--- config.mk ---
export PLATFORM = sky130hd
export DESIGN_NAME = pwm_period_and_duty_calculator_flat
export DESIGN_NICKNAME = d
export VERILOG_FILES = /design/src/hdl/pdc_pkg.sv /design/src/hdl/pdc_if.sv /design/src/hdl/pdc_div.sv /design/src/hdl/pdc_mul.sv /design/src/hdl/pwm_period_and_duty_calculator.sv /design/src/flat_wrapper.sv
export SDC_FILE = /design/constraint.sdc
export NUM_CORES = 1
export LEC_CHECK = 0
export BUFFER_PORTS_ARGS = -buffer_cell sky130_fd_sc_hd__buf_2
export CAP_MARGIN = 20
export CORE_AREA = 5 5 246 248
export DETAILED_ROUTE_END_ITERATION = 8
export DIE_AREA = 0 0 251 253
export PLACE_DENSITY_LB_ADDON = 0.25
export SLEW_MARGIN = 15
export SYNTH_ARGS = -nofsm -noshare
export SYNTH_HDL_FRONTEND = slang
export SYNTH_HIERARCHICAL = 1
export SYNTH_SLANG_ARGS = --single-unit
--- constraint.sdc ---
create_clock -name clk -period 6.3 [get_ports clk]
set_clock_uncertainty 0.1 [all_clocks]
set_input_delay 0.315 -clock clk [delete_from_list [all_inputs] [get_ports clk]]
set_output_delay 0.315 -clock clk [all_outputs]
set_load 0.005 [all_outputs]
--- src/hdl/pdc_pkg.sv ---
// ----------------------------------------------------------------------------
// PWM calculator package
// Widths, limits, codes and shared types of the PWM period and duty block.
// ----------------------------------------------------------------------------
package pdc_pkg;

  // field and datapath widths
  localparam int unsigned PER_W  = 32;
  localparam int unsigned DUTY_W = 7;
  localparam int unsigned PSC_W  = 16;
  localparam int unsigned PSG_W  = PSC_W + 1;
  localparam int unsigned CHAN_W = 2;
  localparam int unsigned PROD_W = PER_W + DUTY_W;
  localparam int unsigned DVD_W  = PROD_W + 1;
  localparam int unsigned DVS_W  = PER_W;
  localparam int unsigned CNT_W  = 6;
  localparam int unsigned MCNT_W = 3;

  // timer limits
  localparam logic [PER_W-1:0]  CORE_CLOCK_RST = 32'd8000000;
  localparam logic [PER_W-1:0]  MAX_PERIOD     = 32'd65535;
  localparam logic [PSG_W-1:0]  MAX_PRESCALE   = 17'd65535;
  localparam logic [PSG_W-1:0]  MIN_PERIOD     = 17'd1;
  localparam logic [CHAN_W:0]   NUM_CHANNELS   = 3'd4;
  localparam logic [DUTY_W-1:0] FULL_DUTY      = 7'd100;

  // divider operands and step counts
  localparam logic [DVS_W-1:0] LIM_DIVISOR = DVS_W'(MIN_PERIOD) + 32'd1;
  localparam logic [CNT_W-1:0] STEPS_CLK   = CNT_W'(PER_W);
  localparam logic [CNT_W-1:0] STEPS_PROD  = CNT_W'(PROD_W);

  // action codes
  localparam logic ACT_FREQ = 1'b0;
  localparam logic ACT_DUTY = 1'b1;

  // divider control
  typedef struct packed {
    logic             start;
    logic [CNT_W-1:0] steps;
  } pdc_div_ctl_t;

endpackage

--- src/hdl/pdc_if.sv ---
// ----------------------------------------------------------------------------
// PWM calculator channels
// Valid/ready channels for request beats and result beats.
// ----------------------------------------------------------------------------
interface pdc_in_if;
  logic                          valid;
  logic                          ready;
  logic                          action;
  logic [pdc_pkg::PER_W-1:0]     frequency;
  logic [pdc_pkg::CHAN_W-1:0]    channel;
  logic [pdc_pkg::DUTY_W-1:0]    duty;

  modport source (output valid, action, frequency, channel, duty, input ready);
  modport sink   (input valid, action, frequency, channel, duty, output ready);
endinterface

interface pdc_out_if;
  logic                          valid;
  logic                          ready;
  logic                          counter_enabled;
  logic [pdc_pkg::PSC_W-1:0]     prescale_minus_one;
  logic [pdc_pkg::PER_W-1:0]     period_value;
  logic [pdc_pkg::PER_W-1:0]     compare_value;
  logic [pdc_pkg::CHAN_W-1:0]    compare_channel;
  logic                          compare_valid;
  logic                          full_on_mode;

  modport source (output valid, counter_enabled, prescale_minus_one, period_value,
                  compare_value, compare_channel, compare_valid, full_on_mode,
                  input ready);
  modport sink   (input valid, counter_enabled, prescale_minus_one, period_value,
                  compare_value, compare_channel, compare_valid, full_on_mode,
                  output ready);
endinterface

--- src/hdl/pdc_div.sv ---
// ----------------------------------------------------------------------------
// PWM calculator divider
// Restoring divider, one quotient bit per cycle. The dividend is loaded
// aligned to the top of its register; after the given number of steps the
// low bits of that register hold the quotient.
// ----------------------------------------------------------------------------
module pdc_div (
  input  logic                        clk,
  input  logic                        rst_n,
  input  pdc_pkg::pdc_div_ctl_t       ctl,
  input  logic [pdc_pkg::DVD_W-1:0]   dividend,
  input  logic [pdc_pkg::DVS_W-1:0]   divisor,
  output logic [pdc_pkg::DVD_W-1:0]   quotient,
  output logic                        done
);

  logic [pdc_pkg::DVD_W-1:0] dvd_r;
  logic [pdc_pkg::DVS_W-1:0] rem_r;
  logic [pdc_pkg::DVS_W-1:0] dvs_r;
  logic [pdc_pkg::CNT_W-1:0] cnt_r;
  logic                      busy_r;
  logic                      done_r;

  logic [pdc_pkg::DVS_W:0]   trial;
  logic                      fits;

  // trial subtract of the divisor from the shifted remainder
  assign trial = {rem_r, dvd_r[pdc_pkg::DVD_W-1]};
  assign fits  = (trial >= {1'b0, dvs_r});

  // control
  always_ff @(posedge clk) begin
    if (!rst_n) begin
      busy_r <= 1'b0;
      done_r <= 1'b0;
      cnt_r  <= '0;
    end else begin
      done_r <= 1'b0;
      if (ctl.start) begin
        busy_r <= 1'b1;
        cnt_r  <= ctl.steps;
      end else if (busy_r) begin
        cnt_r <= cnt_r - 1'b1;
        if (cnt_r == pdc_pkg::CNT_W'(1)) begin
          busy_r <= 1'b0;
          done_r <= 1'b1;
        end
      end
    end
  end

  // datapath: shift dividend out, quotient bits in
  always_ff @(posedge clk) begin
    if (ctl.start) begin
      dvd_r <= dividend;
      dvs_r <= divisor;
      rem_r <= '0;
    end else if (busy_r) begin
      if (fits) begin
        rem_r <= pdc_pkg::DVS_W'(trial - {1'b0, dvs_r});
      end else begin
        rem_r <= trial[pdc_pkg::DVS_W-1:0];
      end
      dvd_r <= {dvd_r[pdc_pkg::DVD_W-2:0], fits};
    end
  end

  assign quotient = dvd_r;
  assign done     = done_r;

endmodule

--- src/hdl/pdc_mul.sv ---
// ----------------------------------------------------------------------------
// PWM calculator duty multiplier
// Shift-add multiplier, one duty bit per cycle: period times duty.
// ----------------------------------------------------------------------------
module pdc_mul (
  input  logic                         clk,
  input  logic                         rst_n,
  input  logic                         start,
  input  logic [pdc_pkg::PER_W-1:0]    period,
  input  logic [pdc_pkg::DUTY_W-1:0]   duty,
  output logic [pdc_pkg::PROD_W-1:0]   prod,
  output logic                         done
);

  logic [pdc_pkg::PROD_W-1:0] acc_r;
  logic [pdc_pkg::PROD_W-1:0] mcand_r;
  logic [pdc_pkg::DUTY_W-1:0] mplier_r;
  logic [pdc_pkg::MCNT_W-1:0] cnt_r;
  logic                       busy_r;
  logic                       done_r;

  // control
  always_ff @(posedge clk) begin
    if (!rst_n) begin
      busy_r <= 1'b0;
      done_r <= 1'b0;
      cnt_r  <= '0;
    end else begin
      done_r <= 1'b0;
      if (start) begin
        busy_r <= 1'b1;
        cnt_r  <= pdc_pkg::MCNT_W'(pdc_pkg::DUTY_W);
      end else if (busy_r) begin
        cnt_r <= cnt_r - 1'b1;
        if (cnt_r == pdc_pkg::MCNT_W'(1)) begin
          busy_r <= 1'b0;
          done_r <= 1'b1;
        end
      end
    end
  end

  // add the shifted period for each set duty bit
  always_ff @(posedge clk) begin
    if (start) begin
      acc_r    <= '0;
      mcand_r  <= pdc_pkg::PROD_W'(period);
      mplier_r <= duty;
    end else if (busy_r) begin
      if (mplier_r[0]) begin
        acc_r <= acc_r + mcand_r;
      end
      mcand_r  <= {mcand_r[pdc_pkg::PROD_W-2:0], 1'b0};
      mplier_r <= {1'b0, mplier_r[pdc_pkg::DUTY_W-1:1]};
    end
  end

  assign prod = acc_r;
  assign done = done_r;

endmodule

--- src/hdl/pwm_period_and_duty_calculator.sv ---
// ----------------------------------------------------------------------------
// PWM period and duty calculator
// Timer prescaler/period from a requested frequency, compare value from a
// duty percentage.
// ----------------------------------------------------------------------------
// Usage:
//   in_ch  : request beats (action, frequency, channel, duty). One request
//            is worked on at a time; in_ch.ready is high while idle.
//   out_ch : one result beat per request, held in an output register, so
//            a new request is taken while a result still waits.
//   cfg_we/cfg_wdata : write the timer input clock in hertz; write only
//            while no request is in flight.
// Steps from accept to result:
//   frequency zero, or duty on a missing channel : no arithmetic steps
//   duty item  : 7 multiply steps, then 39 divide steps
//   frequency  : two 32-step divisions, then up to 16 prescaler
//                doubling steps; only the limit division when the clock is
//                below two hertz
//   Nearly all of the steps run on the single bit-per-cycle divider.
// The next request is taken only after the result of the last one has
//   entered the output register and the block is back in idle.
// Reset clears the stored period, prescaler, run and full-on flags, loads
// the clock register with 8 MHz and empties the output register.
// A stalled receiver holds the result; the next result waits in the
// done state until the output register frees.
// ----------------------------------------------------------------------------
module pwm_period_and_duty_calculator (
  input  logic                       clk,
  input  logic                       rst_n,
  pdc_in_if.sink                     in_ch,
  pdc_out_if.source                  out_ch,
  input  logic                       cfg_we,
  input  logic [pdc_pkg::PER_W-1:0]  cfg_wdata
);

  typedef enum logic [2:0] {
    S_IDLE,
    S_LIM,
    S_QDIV,
    S_SRCH,
    S_MUL,
    S_DDIV,
    S_DONE
  } state_t;

  state_t state_r;

  logic [pdc_pkg::PER_W-1:0]  core_clock_r;
  logic [pdc_pkg::PER_W-1:0]  stored_period_r;
  logic [pdc_pkg::PSC_W-1:0]  stored_prescale_r;
  logic                       running_r;
  logic                       full_r;

  logic [pdc_pkg::PER_W-1:0]  f_r;
  logic [pdc_pkg::PER_W-1:0]  q_r;
  logic                       fzero_r;
  logic [pdc_pkg::PSG_W-1:0]  psg_r;
  logic [pdc_pkg::DUTY_W-1:0] duty_r;
  logic [pdc_pkg::PER_W-1:0]  cmp_r;
  logic [pdc_pkg::CHAN_W-1:0] cchan_r;
  logic                       cvld_r;
  logic                       div_start_r;
  logic                       mul_start_r;

  logic                       out_valid_r;
  logic                       o_run_r;
  logic [pdc_pkg::PSC_W-1:0]  o_psc_r;
  logic [pdc_pkg::PER_W-1:0]  o_per_r;
  logic [pdc_pkg::PER_W-1:0]  o_cmp_r;
  logic [pdc_pkg::CHAN_W-1:0] o_chan_r;
  logic                       o_cvld_r;
  logic                       o_full_r;

  pdc_pkg::pdc_div_ctl_t      div_ctl;
  logic [pdc_pkg::DVD_W-1:0]  div_dvd;
  logic [pdc_pkg::DVS_W-1:0]  div_dvs;
  logic [pdc_pkg::DVD_W-1:0]  div_quo;
  logic                       div_done;
  logic [pdc_pkg::PROD_W-1:0] mul_prod;
  logic                       mul_done;

  logic                       in_acc;
  logic                       out_free;
  logic [pdc_pkg::PER_W-1:0]  limit;
  logic [pdc_pkg::PER_W-1:0]  f_clamp;
  logic [pdc_pkg::PER_W-1:0]  per;
  logic [pdc_pkg::PSG_W-1:0]  psg_m1;
  logic                       grow;
  logic [pdc_pkg::DUTY_W-1:0] duty_clamp;
  logic                       chan_ok;

  assign in_acc   = in_ch.valid && in_ch.ready;
  assign out_free = !out_valid_r || out_ch.ready;

  // clamp of the request against the clock limit
  assign limit   = div_quo[pdc_pkg::PER_W-1:0];
  assign f_clamp = (f_r > limit) ? limit : f_r;

  // prescaler search step
  assign per    = q_r - 32'd1;
  assign psg_m1 = psg_r - 17'd1;
  assign grow   = (per >= pdc_pkg::MAX_PERIOD) && (psg_r <= pdc_pkg::MAX_PRESCALE);

  // duty request decode
  assign duty_clamp = (in_ch.duty > pdc_pkg::FULL_DUTY) ? pdc_pkg::FULL_DUTY : in_ch.duty;
  assign chan_ok    = ({1'b0, in_ch.channel} < pdc_pkg::NUM_CHANNELS);

  // divider operand select by phase
  always_comb begin
    div_ctl.start = div_start_r;
    unique case (state_r)
      S_DDIV: begin
        div_ctl.steps = pdc_pkg::STEPS_PROD;
        div_dvd       = {mul_prod, 1'b0};
        div_dvs       = pdc_pkg::DVS_W'(pdc_pkg::FULL_DUTY);
      end
      S_QDIV: begin
        div_ctl.steps = pdc_pkg::STEPS_CLK;
        div_dvd       = {core_clock_r, {(pdc_pkg::DVD_W-pdc_pkg::PER_W){1'b0}}};
        div_dvs       = f_r;
      end
      default: begin
        div_ctl.steps = pdc_pkg::STEPS_CLK;
        div_dvd       = {core_clock_r, {(pdc_pkg::DVD_W-pdc_pkg::PER_W){1'b0}}};
        div_dvs       = pdc_pkg::LIM_DIVISOR;
      end
    endcase
  end

  pdc_div u_div (
    .clk      (clk),
    .rst_n    (rst_n),
    .ctl      (div_ctl),
    .dividend (div_dvd),
    .divisor  (div_dvs),
    .quotient (div_quo),
    .done     (div_done)
  );

  pdc_mul u_mul (
    .clk    (clk),
    .rst_n  (rst_n),
    .start  (mul_start_r),
    .period (stored_period_r),
    .duty   (duty_r),
    .prod   (mul_prod),
    .done   (mul_done)
  );

  // sequencer with stored timer state and result register
  always_ff @(posedge clk) begin
    if (!rst_n) begin
      state_r           <= S_IDLE;
      core_clock_r      <= pdc_pkg::CORE_CLOCK_RST;
      stored_period_r   <= '0;
      stored_prescale_r <= '0;
      running_r         <= 1'b0;
      full_r            <= 1'b0;
      div_start_r       <= 1'b0;
      mul_start_r       <= 1'b0;
      out_valid_r       <= 1'b0;
    end else begin
      div_start_r <= 1'b0;
      mul_start_r <= 1'b0;
      if (cfg_we) begin
        core_clock_r <= cfg_wdata;
      end
      if (out_valid_r && out_ch.ready) begin
        out_valid_r <= 1'b0;
      end

      unique case (state_r)
        S_IDLE: begin
          if (in_acc) begin
            f_r    <= in_ch.frequency;
            cmp_r  <= '0;
            cvld_r <= 1'b0;
            if (in_ch.action == pdc_pkg::ACT_FREQ) begin
              cchan_r <= '0;
              if (in_ch.frequency == '0) begin
                running_r <= 1'b0;
                state_r   <= S_DONE;
              end else begin
                div_start_r <= 1'b1;
                state_r     <= S_LIM;
              end
            end else begin
              cchan_r <= in_ch.channel;
              duty_r  <= duty_clamp;
              if (chan_ok) begin
                mul_start_r <= 1'b1;
                state_r     <= S_MUL;
              end else begin
                state_r <= S_DONE;
              end
            end
          end
        end

        S_LIM: begin
          if (div_done) begin
            f_r   <= f_clamp;
            psg_r <= pdc_pkg::PSG_W'(1);
            if (f_clamp == '0) begin
              // no valid divisor: quotient saturates for every prescaler
              q_r     <= '1;
              fzero_r <= 1'b1;
              state_r <= S_SRCH;
            end else begin
              fzero_r     <= 1'b0;
              div_start_r <= 1'b1;
              state_r     <= S_QDIV;
            end
          end
        end

        S_QDIV: begin
          if (div_done) begin
            q_r     <= div_quo[pdc_pkg::PER_W-1:0];
            state_r <= S_SRCH;
          end
        end

        S_SRCH: begin
          // doubling the prescaler halves the quotient
          if (grow) begin
            psg_r <= {psg_r[pdc_pkg::PSG_W-2:0], 1'b0};
            if (!fzero_r) begin
              q_r <= {1'b0, q_r[pdc_pkg::PER_W-1:1]};
            end
          end else begin
            stored_period_r   <= per;
            stored_prescale_r <= psg_m1[pdc_pkg::PSC_W-1:0];
            running_r         <= 1'b1;
            state_r           <= S_DONE;
          end
        end

        S_MUL: begin
          if (mul_done) begin
            div_start_r <= 1'b1;
            state_r     <= S_DDIV;
          end
        end

        S_DDIV: begin
          if (div_done) begin
            cmp_r   <= div_quo[pdc_pkg::PER_W-1:0];
            cvld_r  <= 1'b1;
            full_r  <= (duty_r == pdc_pkg::FULL_DUTY);
            state_r <= S_DONE;
          end
        end

        S_DONE: begin
          // hand the result to the output register once it frees
          if (out_free) begin
            out_valid_r <= 1'b1;
            o_run_r     <= running_r;
            o_psc_r     <= stored_prescale_r;
            o_per_r     <= stored_period_r;
            o_cmp_r     <= cmp_r;
            o_chan_r    <= cchan_r;
            o_cvld_r    <= cvld_r;
            o_full_r    <= full_r;
            state_r     <= S_IDLE;
          end
        end

        default: begin
          state_r <= S_IDLE;
        end
      endcase
    end
  end

  assign in_ch.ready               = (state_r == S_IDLE);
  assign out_ch.valid              = out_valid_r;
  assign out_ch.counter_enabled    = o_run_r;
  assign out_ch.prescale_minus_one = o_psc_r;
  assign out_ch.period_value       = o_per_r;
  assign out_ch.compare_value      = o_cmp_r;
  assign out_ch.compare_channel    = o_chan_r;
  assign out_ch.compare_valid      = o_cvld_r;
  assign out_ch.full_on_mode       = o_full_r;

endmodule

--- src/flat_wrapper.sv ---
// flat-port wrapper written by rule: the top's interface ports become plain ports
module pwm_period_and_duty_calculator_flat 
  (clk, rst_n, cfg_we, cfg_wdata, in_ch_valid, in_ch_action, in_ch_frequency, in_ch_channel, in_ch_duty, in_ch_ready, out_ch_valid, out_ch_counter_enabled, out_ch_prescale_minus_one, out_ch_period_value, out_ch_compare_value, out_ch_compare_channel, out_ch_compare_valid, out_ch_full_on_mode, out_ch_ready);
  pdc_in_if in_ch_i ();
  pdc_out_if out_ch_i ();
  input  logic clk;
  input  logic rst_n;
  input  logic cfg_we;
  input  logic [pdc_pkg::PER_W-1:0] cfg_wdata;
  input wire logic [$bits(in_ch_i.valid)-1:0] in_ch_valid;
  input wire logic [$bits(in_ch_i.action)-1:0] in_ch_action;
  input wire logic [$bits(in_ch_i.frequency)-1:0] in_ch_frequency;
  input wire logic [$bits(in_ch_i.channel)-1:0] in_ch_channel;
  input wire logic [$bits(in_ch_i.duty)-1:0] in_ch_duty;
  output wire logic [$bits(in_ch_i.ready)-1:0] in_ch_ready;
  output wire logic [$bits(out_ch_i.valid)-1:0] out_ch_valid;
  output wire logic [$bits(out_ch_i.counter_enabled)-1:0] out_ch_counter_enabled;
  output wire logic [$bits(out_ch_i.prescale_minus_one)-1:0] out_ch_prescale_minus_one;
  output wire logic [$bits(out_ch_i.period_value)-1:0] out_ch_period_value;
  output wire logic [$bits(out_ch_i.compare_value)-1:0] out_ch_compare_value;
  output wire logic [$bits(out_ch_i.compare_channel)-1:0] out_ch_compare_channel;
  output wire logic [$bits(out_ch_i.compare_valid)-1:0] out_ch_compare_valid;
  output wire logic [$bits(out_ch_i.full_on_mode)-1:0] out_ch_full_on_mode;
  input wire logic [$bits(out_ch_i.ready)-1:0] out_ch_ready;
  assign in_ch_i.valid = in_ch_valid;
  assign in_ch_i.action = in_ch_action;
  assign in_ch_i.frequency = in_ch_frequency;
  assign in_ch_i.channel = in_ch_channel;
  assign in_ch_i.duty = in_ch_duty;
  assign in_ch_ready = in_ch_i.ready;
  assign out_ch_valid = out_ch_i.valid;
  assign out_ch_counter_enabled = out_ch_i.counter_enabled;
  assign out_ch_prescale_minus_one = out_ch_i.prescale_minus_one;
  assign out_ch_period_value = out_ch_i.period_value;
  assign out_ch_compare_value = out_ch_i.compare_value;
  assign out_ch_compare_channel = out_ch_i.compare_channel;
  assign out_ch_compare_valid = out_ch_i.compare_valid;
  assign out_ch_full_on_mode = out_ch_i.full_on_mode;
  assign out_ch_i.ready = out_ch_ready;
  pwm_period_and_duty_calculator u_core (.clk(clk), .rst_n(rst_n), .in_ch(in_ch_i), .out_ch(out_ch_i), .cfg_we(cfg_we), .cfg_wdata(cfg_wdata));
endmodule
==> Word level (Yosys, flattened, before mapping) <==
Index checks and enable logic that the tools add are counted.
{ "totals": {"mem_count": 0, "latchBits": 0, "regBits": 499, "mem_bits_rw": 0, "mem_bits_ro": 0, "wordCells": 171, "inputBits": 79} }
{ "classes": {"multipliers": 0, "eq_ne": 21, "n_reduce_logical": 30, "bitwise": 4, "add_sub_neg": 6, "magnitude_cmp": 5, "n_div": 0, "muxes": 68, "shifts": 0} }
{ "op_table": {"columns": ["operator", "n"], "rows": [
  ["$mux W32", 12],
  ["$pmux W32 S2", 3],
  ["$mux W40", 3],
  ["$pmux W32 S3", 1],
  ["$logic_not A32 Y1", 2],
  ["$add A39 B39 Y39", 1],
  ["$mux W3", 12],
  ["$mux W17", 2],
  ["$pmux W17 S2", 1],
  ["$ge A33 B32 Y1", 1],
  ["$ge A32 B16 Y1 const B", 1],
  ["$gt A32 B32 Y1", 1],
  ["$sub A32 B1 Y32 const B", 1],
  ["$sub A32 B32 Y32", 1],
  ["$mux W1", 26],
  ["$pmux W3 S7", 1],
  ["$ne A2 B2 Y1 const B", 9],
  ["$le A17 B16 Y1 const B", 1],
  ["$reduce_and A4 Y1", 4],
  ["$sub A16 B1 Y16 const B", 1],
  ["$mux W7", 2],
  ["$reduce_and A7 Y1", 2],
  ["$mux W6", 2],
  ["$reduce_bool A2 Y1", 6],
  ["21 further kinds", 38]
]} }

==> Depth between registers and ports, before layout <==
{ "depth": {"word_depth": 6, "depth_mapped": 14} }

==> By module <==
The synthesis kept the hierarchy.
{ "modules_own_cells": {"columns": ["mod", "area_per_inst_um2", "n_inst", "cells_per_inst"], "rows": [
  ["pwm_period_and_duty_calculator", 13987.2, 1, 1332],
  ["pdc_div", 6294.8, 1, 606],
  ["pdc_mul", 5535.3, 1, 586]
]} }

==> Worst setup path before layout <==
Ideal clock, no wire load.
{ "synth_timing": {"path_kind": "register to register", "start": "register u_core/q_r[0] (netlist bit)", "end": "register u_core/q_r[0] (netlist bit) (enable)", "t_arrival_ns": 4.997, "synth_period_minus_slack_ns": 5.558, "path_buffers": 3, "setup_slack_ns": 0.742, "setup_time_ns": 0.461, "required_ns": 5.739, "stages_incl_launch_ff": 13, "path_cell_list": "edfxtp_1 -> inv_1 -> ha_1 -> or4b_1 -> buf_2 -> or4_4 -> a211o_1 -> a32oi_1 -> nand4_1 -> o2111a_2 -> buf_6 -> buf_6 -> nor3_1"} }
{ "synth_via": {"elab_chain_cells": 5} }
{ "synth_rtl": {"columns": ["element", "line", "text"], "rows": [
  ["start: declaration", "pwm_period_and_duty_calculator.sv:55", "logic [pdc_pkg::PER_W-1:0] q_r;"],
  ["start signal: assignment", "pwm_period_and_duty_calculator.sv:219", "q_r <= div_quo[pdc_pkg::PER_W-1:0];"],
  ["start signal: assignment", "pwm_period_and_duty_calculator.sv:229", "q_r <= {1'b0, q_r[pdc_pkg::PER_W-1:1]};"],
  ["$sub A32 B1 Y32", "pwm_period_and_duty_calculator.sv:100", "assign per = q_r - 32'd1;"],
  ["named net u_core.per, one bit", "pwm_period_and_duty_calculator.sv:86", "logic [pdc_pkg::PER_W-1:0] per;"],
  ["$ge A32 B16 Y1", "pwm_period_and_duty_calculator.sv:102", "assign grow = (per >= pdc_pkg::MAX_PERIOD) && (psg_r <= pdc_pkg::MAX_PRESCALE);"],
  ["$logic_and A1 B1 Y1", "pwm_period_and_duty_calculator.sv:102", null],
  ["$ne A2 B1 Y1 (no source line)", null, null],
  ["$reduce_and A7 Y1 (no source line)", null, null]
]} }
The timed path passes the listed nets, and every way through them passes these cells.
A chain may end at the register's enable or synchronous reset.

==> Worst setup path in the final report <==
{ "layout_timing": {"start": "register u_core/q_r[0] (netlist bit)", "end": "register u_core/q_r[15] (netlist bit) (enable)"} }
Same word-level chain as after synthesis.

==> results.py <==
metrics = {
    "run_status": {
        "status": "complete, no violations",
    },
    "yosys": {
        "synth-edff-count": 320,
        "yosysTopAreaCellShare": 0.3722,
        "yosys.area.top_type": "edfxtp_1",
        "synth_xor_area_frac": 0.03155,
        "muxShareOfSynthArea": 0.05433,
        "synthAdderAreaFrac": 0.05486,
        "synth-async-reset-ratio": 0,
        "ys_warn_count": 6,
        "yosysUniqueCellTypes": 94,
        "syn_avg_cell_area_sq_um": 10.23,
        "synth_top_family_by_area": "simple AND/OR/NAND/NOR gates",
        "yosysSeqAreaShare": 0.5110,
        "synth_area_leaders": "edfxtp_1 (37%), dfxtp_1 (14%), ha_1 (5.3%)",
        "synth-simple-area-share": 0.1648,
        "ys.flop_type": "edfxtp_1",
        "ys_ff_latch": 499,
        "synth-compound-area-share": 0.1449,
        "netlist_area_sq_mm": 0.02582,
        "postSynthCellCount": 2524,
    },
    "pwr": {
        "pwr-share-clk": 0.316,
        "swShare": 0.3312,
        "ir_drop_mv": 0.2233,
        "cellPowerDensity_mw_per_mm2": 367.2,
        "seqPwrFrac": 0.389,
        "p_switching_mw": 3.650,
        "p_int_mw": 7.371,
        "p_leak_nw": 11.53,
        "combPwrFrac": 0.295,
    },
    "floorplanning": {
        "rows": 89,
        "fp.dieH_um": 253,
        "die_width_um": 251,
        "io_pins": 166,
        "core_area_sq_mm": 0.05824,
        "initial_utilization": 0.4433,
        "die-area_sq_mm": 0.06350,
    },
    "critical_path": {
        "path_cells": "inv_1, ha_1, or4b_1, or3_1, a211o_1, a221oi_1, nand4_1, o2111a_2, nor3_2, buf_4",
        "slowest_stage": "or4b_1",
        "critPathTopFamily": "simple AND/OR/NAND/NOR gates",
        "cp-start-kind": "flip-flop",
        "crit_buf_inv": 2,
        "cp-startpoint": "u_core/q_r[0]",
        "cp_max_fo": 32,
        "r2r-start": "u_core/q_r[0]",
        "cp.required_ns": 6.44,
        "slowest_delay_ns": 0.65,
        "crit_type": "flip-flop to flip-flop",
        "crit_path_end_kind": "flip-flop",
        "arrival_ns": 4.14,
    },
    "placed_design": {
        "io_buffers": 165,
        "gp_congestion": 0.9053,
        "placed_cell_area_sq_mm": 0.02731,
        "placed_cells": 3352,
        "dp_hpwl_um": 54150,
    },
    "layout": {
        "diodes": 0,
        "areaGrowthSynthToFinish_pct": 16.25,
        "final_nets": 2897,
        "final_cells": 3526,
        "drive_gt1_frac": 0.1635,
        "design_area_sq_mm": 0.03001,
    },
    "hold_path": {
        "hold_path.class": "input pin to flip-flop",
        "worstHoldStart": "in_ch_frequency[31]",
    },
    "grt": {
        "grt_pass1_wl_um": 115200,
        "met1_usage": 0.3178,
        "use_met3": 0.02783,
        "grt_usage": 0.2300,
        "met2_usage": 0.3847,
        "antenna_found_initial": 1,
        "gr-max-usage-layer": "met2",
        "overflow": 0,
        "grt_start_max_net_pins": 75,
        "grt_pass1_vias": 19559,
    },
    "cts": {
        "cts_buffers": 55,
        "ctsResizeCount": 0,
        "cts_hold_buf": 70,
        "cts_tree": "done",
        "cts_setup_buffers": 0,
        "root_buffer": "clkbuf_16",
        "htreeDepth": 2,
        "clk_pin_slew_ns": 0.06,
        "insertion_delay_ns": 0.61,
        "cts.sinks": 499,
        "clock_path_buffers": 3,
    },
    "detailed_routing": {
        "first_iter_violations": 1518,
        "antenna_left": 0,
        "routed_wl_um": 75500,
        "vias": 19862,
        "viasPerCell": 5.633,
        "first_pass_iters": 6,
        "drc": 0,
        "wire_per_inst_um": 21.41,
    },
    "sta": {
        "fin_crit_ns": 3.996,
        "slew_headroom": 0.2849,
        "hold_violations": 0,
        "period_share": 0.6342,
        "fin_hold_ws_ns": 0.003453,
        "max_freq_ghz": 0.2503,
        "fin_setup_tns_ns": 0,
        "rsz0062_at_grt": "no",
        "worst_slew_pin_slew_ns": 1.073,
        "slew_viol_final": 0,
        "report.final.setup_viol": 0,
    },
    "job": {
        "maxCapViolCount": 0,
    },
}
-- synth_stat cells (15+ instances only) --
| library cell | instances |
|---|---|
| o21ai_0 | 49 |
| and2_1 | 54 |
| nand3_1 | 36 |
| and3_1 | 27 |
| or3_1 | 18 |
| xor2_1 | 36 |
| a211oi_1 | 25 |
| buf_2 | 16 |
| inv_1 | 103 |
| ha_1 | 110 |
| dfxtp_1 | 179 |
| nor2_1 | 299 |
| nor2b_1 | 17 |
| a21o_1 | 32 |
| xnor2_1 | 57 |
| edfxtp_1 | 320 |
| o211ai_1 | 15 |
| mux2i_1 | 49 |
| nor4_1 | 41 |
| nand2_1 | 273 |
| clkbuf_1 | 100 |
| a211oi_2 | 37 |
| mux2_2 | 78 |
| nand4_1 | 40 |
| nor3_1 | 35 |
| a21oi_1 | 223 |
| o21a_1 | 17 |
-- cell usage in the layout, fill, tap and decap left out, types with 15 or more instances in the layout --
cell	n
edfxtp_1	320
nor2_1	298
nand2_1	273
a21oi_1	221
dfxtp_1	176
buf_2	165
ha_1	110
inv_1	102
mux2_2	78
dlygate4sd3_1	70
clkbuf_16	61
xnor2_1	57
and2_1	54
o21ai_0	49
mux2i_1	49
nor4_1	40
nand4_1	40
a211oi_2	37
xor2_1	36
nand3_1	35
a21o_1	32
nor3_1	32
and3_1	27
buf_4	25
a211oi_1	25
or3_1	18
nor2b_1	17
o21a_1	17
o211ai_1	15
-- routing by layer --
| metal | part of all wire | vias up |
|---|---|---|
| met5 | 0 | - |
| met4 | 0.026 | 0 |
| met3 | 0.052 | 111 |
| met2 | 0.47 | 579 |
| met1 | 0.45 | 9664 |
| li1 | - | 9508 |
-- final timing paths --
path	to	slack [ns]	depth (start not counted)
max	u_core/q_r[15]	2.30	10
min	u_core/f_r[31]	0.003	3
max reg2reg	u_core/q_r[15]	2.30	10
min reg2reg	u_core/out_ch.compare_value[7]	0.31	0
-- stage by stage --
stage	total power, mW	util	worst slack, ns
after global placement	7.460	0.4689	2.399
after global routing	11.63	0.5153	1.880
final	11.02	0.5153	2.304
after floorplan	6.718	-	0.7418
after CTS	11.07	0.5153	2.260
after detailed placement	7.520	0.4689	2.291
-- power groups by stage --
stage | Combinational, mW | Clock, mW | Sequential [mW]
finish | 3.25 | 3.48 | 4.29
global route | 3.61 | 3.69 | 4.33
CTS | 3.23 | 3.56 | 4.28
detailed placement | 3.17 | 0 | 4.35
global placement | 3.12 | 0 | 4.34
floorplan | 2.51 | 0 | 4.21
-- cell families (layout without fill, tap and decap cells) --
logic type	Yosys count	after routing
AOI/OAI and AO/OA	540	540
xor gates and xnor gates	93	93
adders and majority gates	112	112
buffers and inverters	243	470
DFF	499	499
muxes	129	129
other	2	4
and+or+nand+nor	906	906
-- worst register-to-register path, cell delays in order (launching register included) --
cell	delay [ns]
edfxtp_1	0.47
inv_1	0.13
ha_1	0.21
or4b_1	0.65
or3_1	0.38
a211o_1	0.26
a221oi_1	0.30
nand4_1	0.24
o2111a_2	0.27
nor3_2	0.16
buf_4	0.43
-- flip-flops by register name (all words and copies together), names as in the netlist, 2 cells and up --
signal,cells
u_core/duty_r,7
u_core/out_ch.compare_channel,2
u_core/out_ch.period_value,32
u_core/out_ch.prescale_minus_one,16
u_core/u_mul/mplier_r,7
u_core/u_div/dvs_r,32
u_core/f_r,32
u_core/u_mul/prod,39
u_core/cchan_r,2
u_core/stored_period_r,32
u_core/core_clock_r,32
u_core/u_div/rem_r,32
u_core/psg_r,17
u_core/u_div/quotient,40
u_core/q_r,32
u_core/u_div/cnt_r,6
u_core/stored_prescale_r,16
u_core/u_mul/cnt_r,3
u_core/state_r,3
u_core/out_ch.compare_value,32
u_core/u_mul/mcand_r,39
u_core/cmp_r,32
-- area by class of cell --
class,instances,area [sq um]
multi-input cells,1784,11710
inverters,105,395.4
well taps,773,967.2
flip-flops and latches,499,13200
clock inverters,22,287.8
repair buffers,261,1734
fillers,5196,28230
clock buffers,82,1715
(Power assumes the default switching activity.)
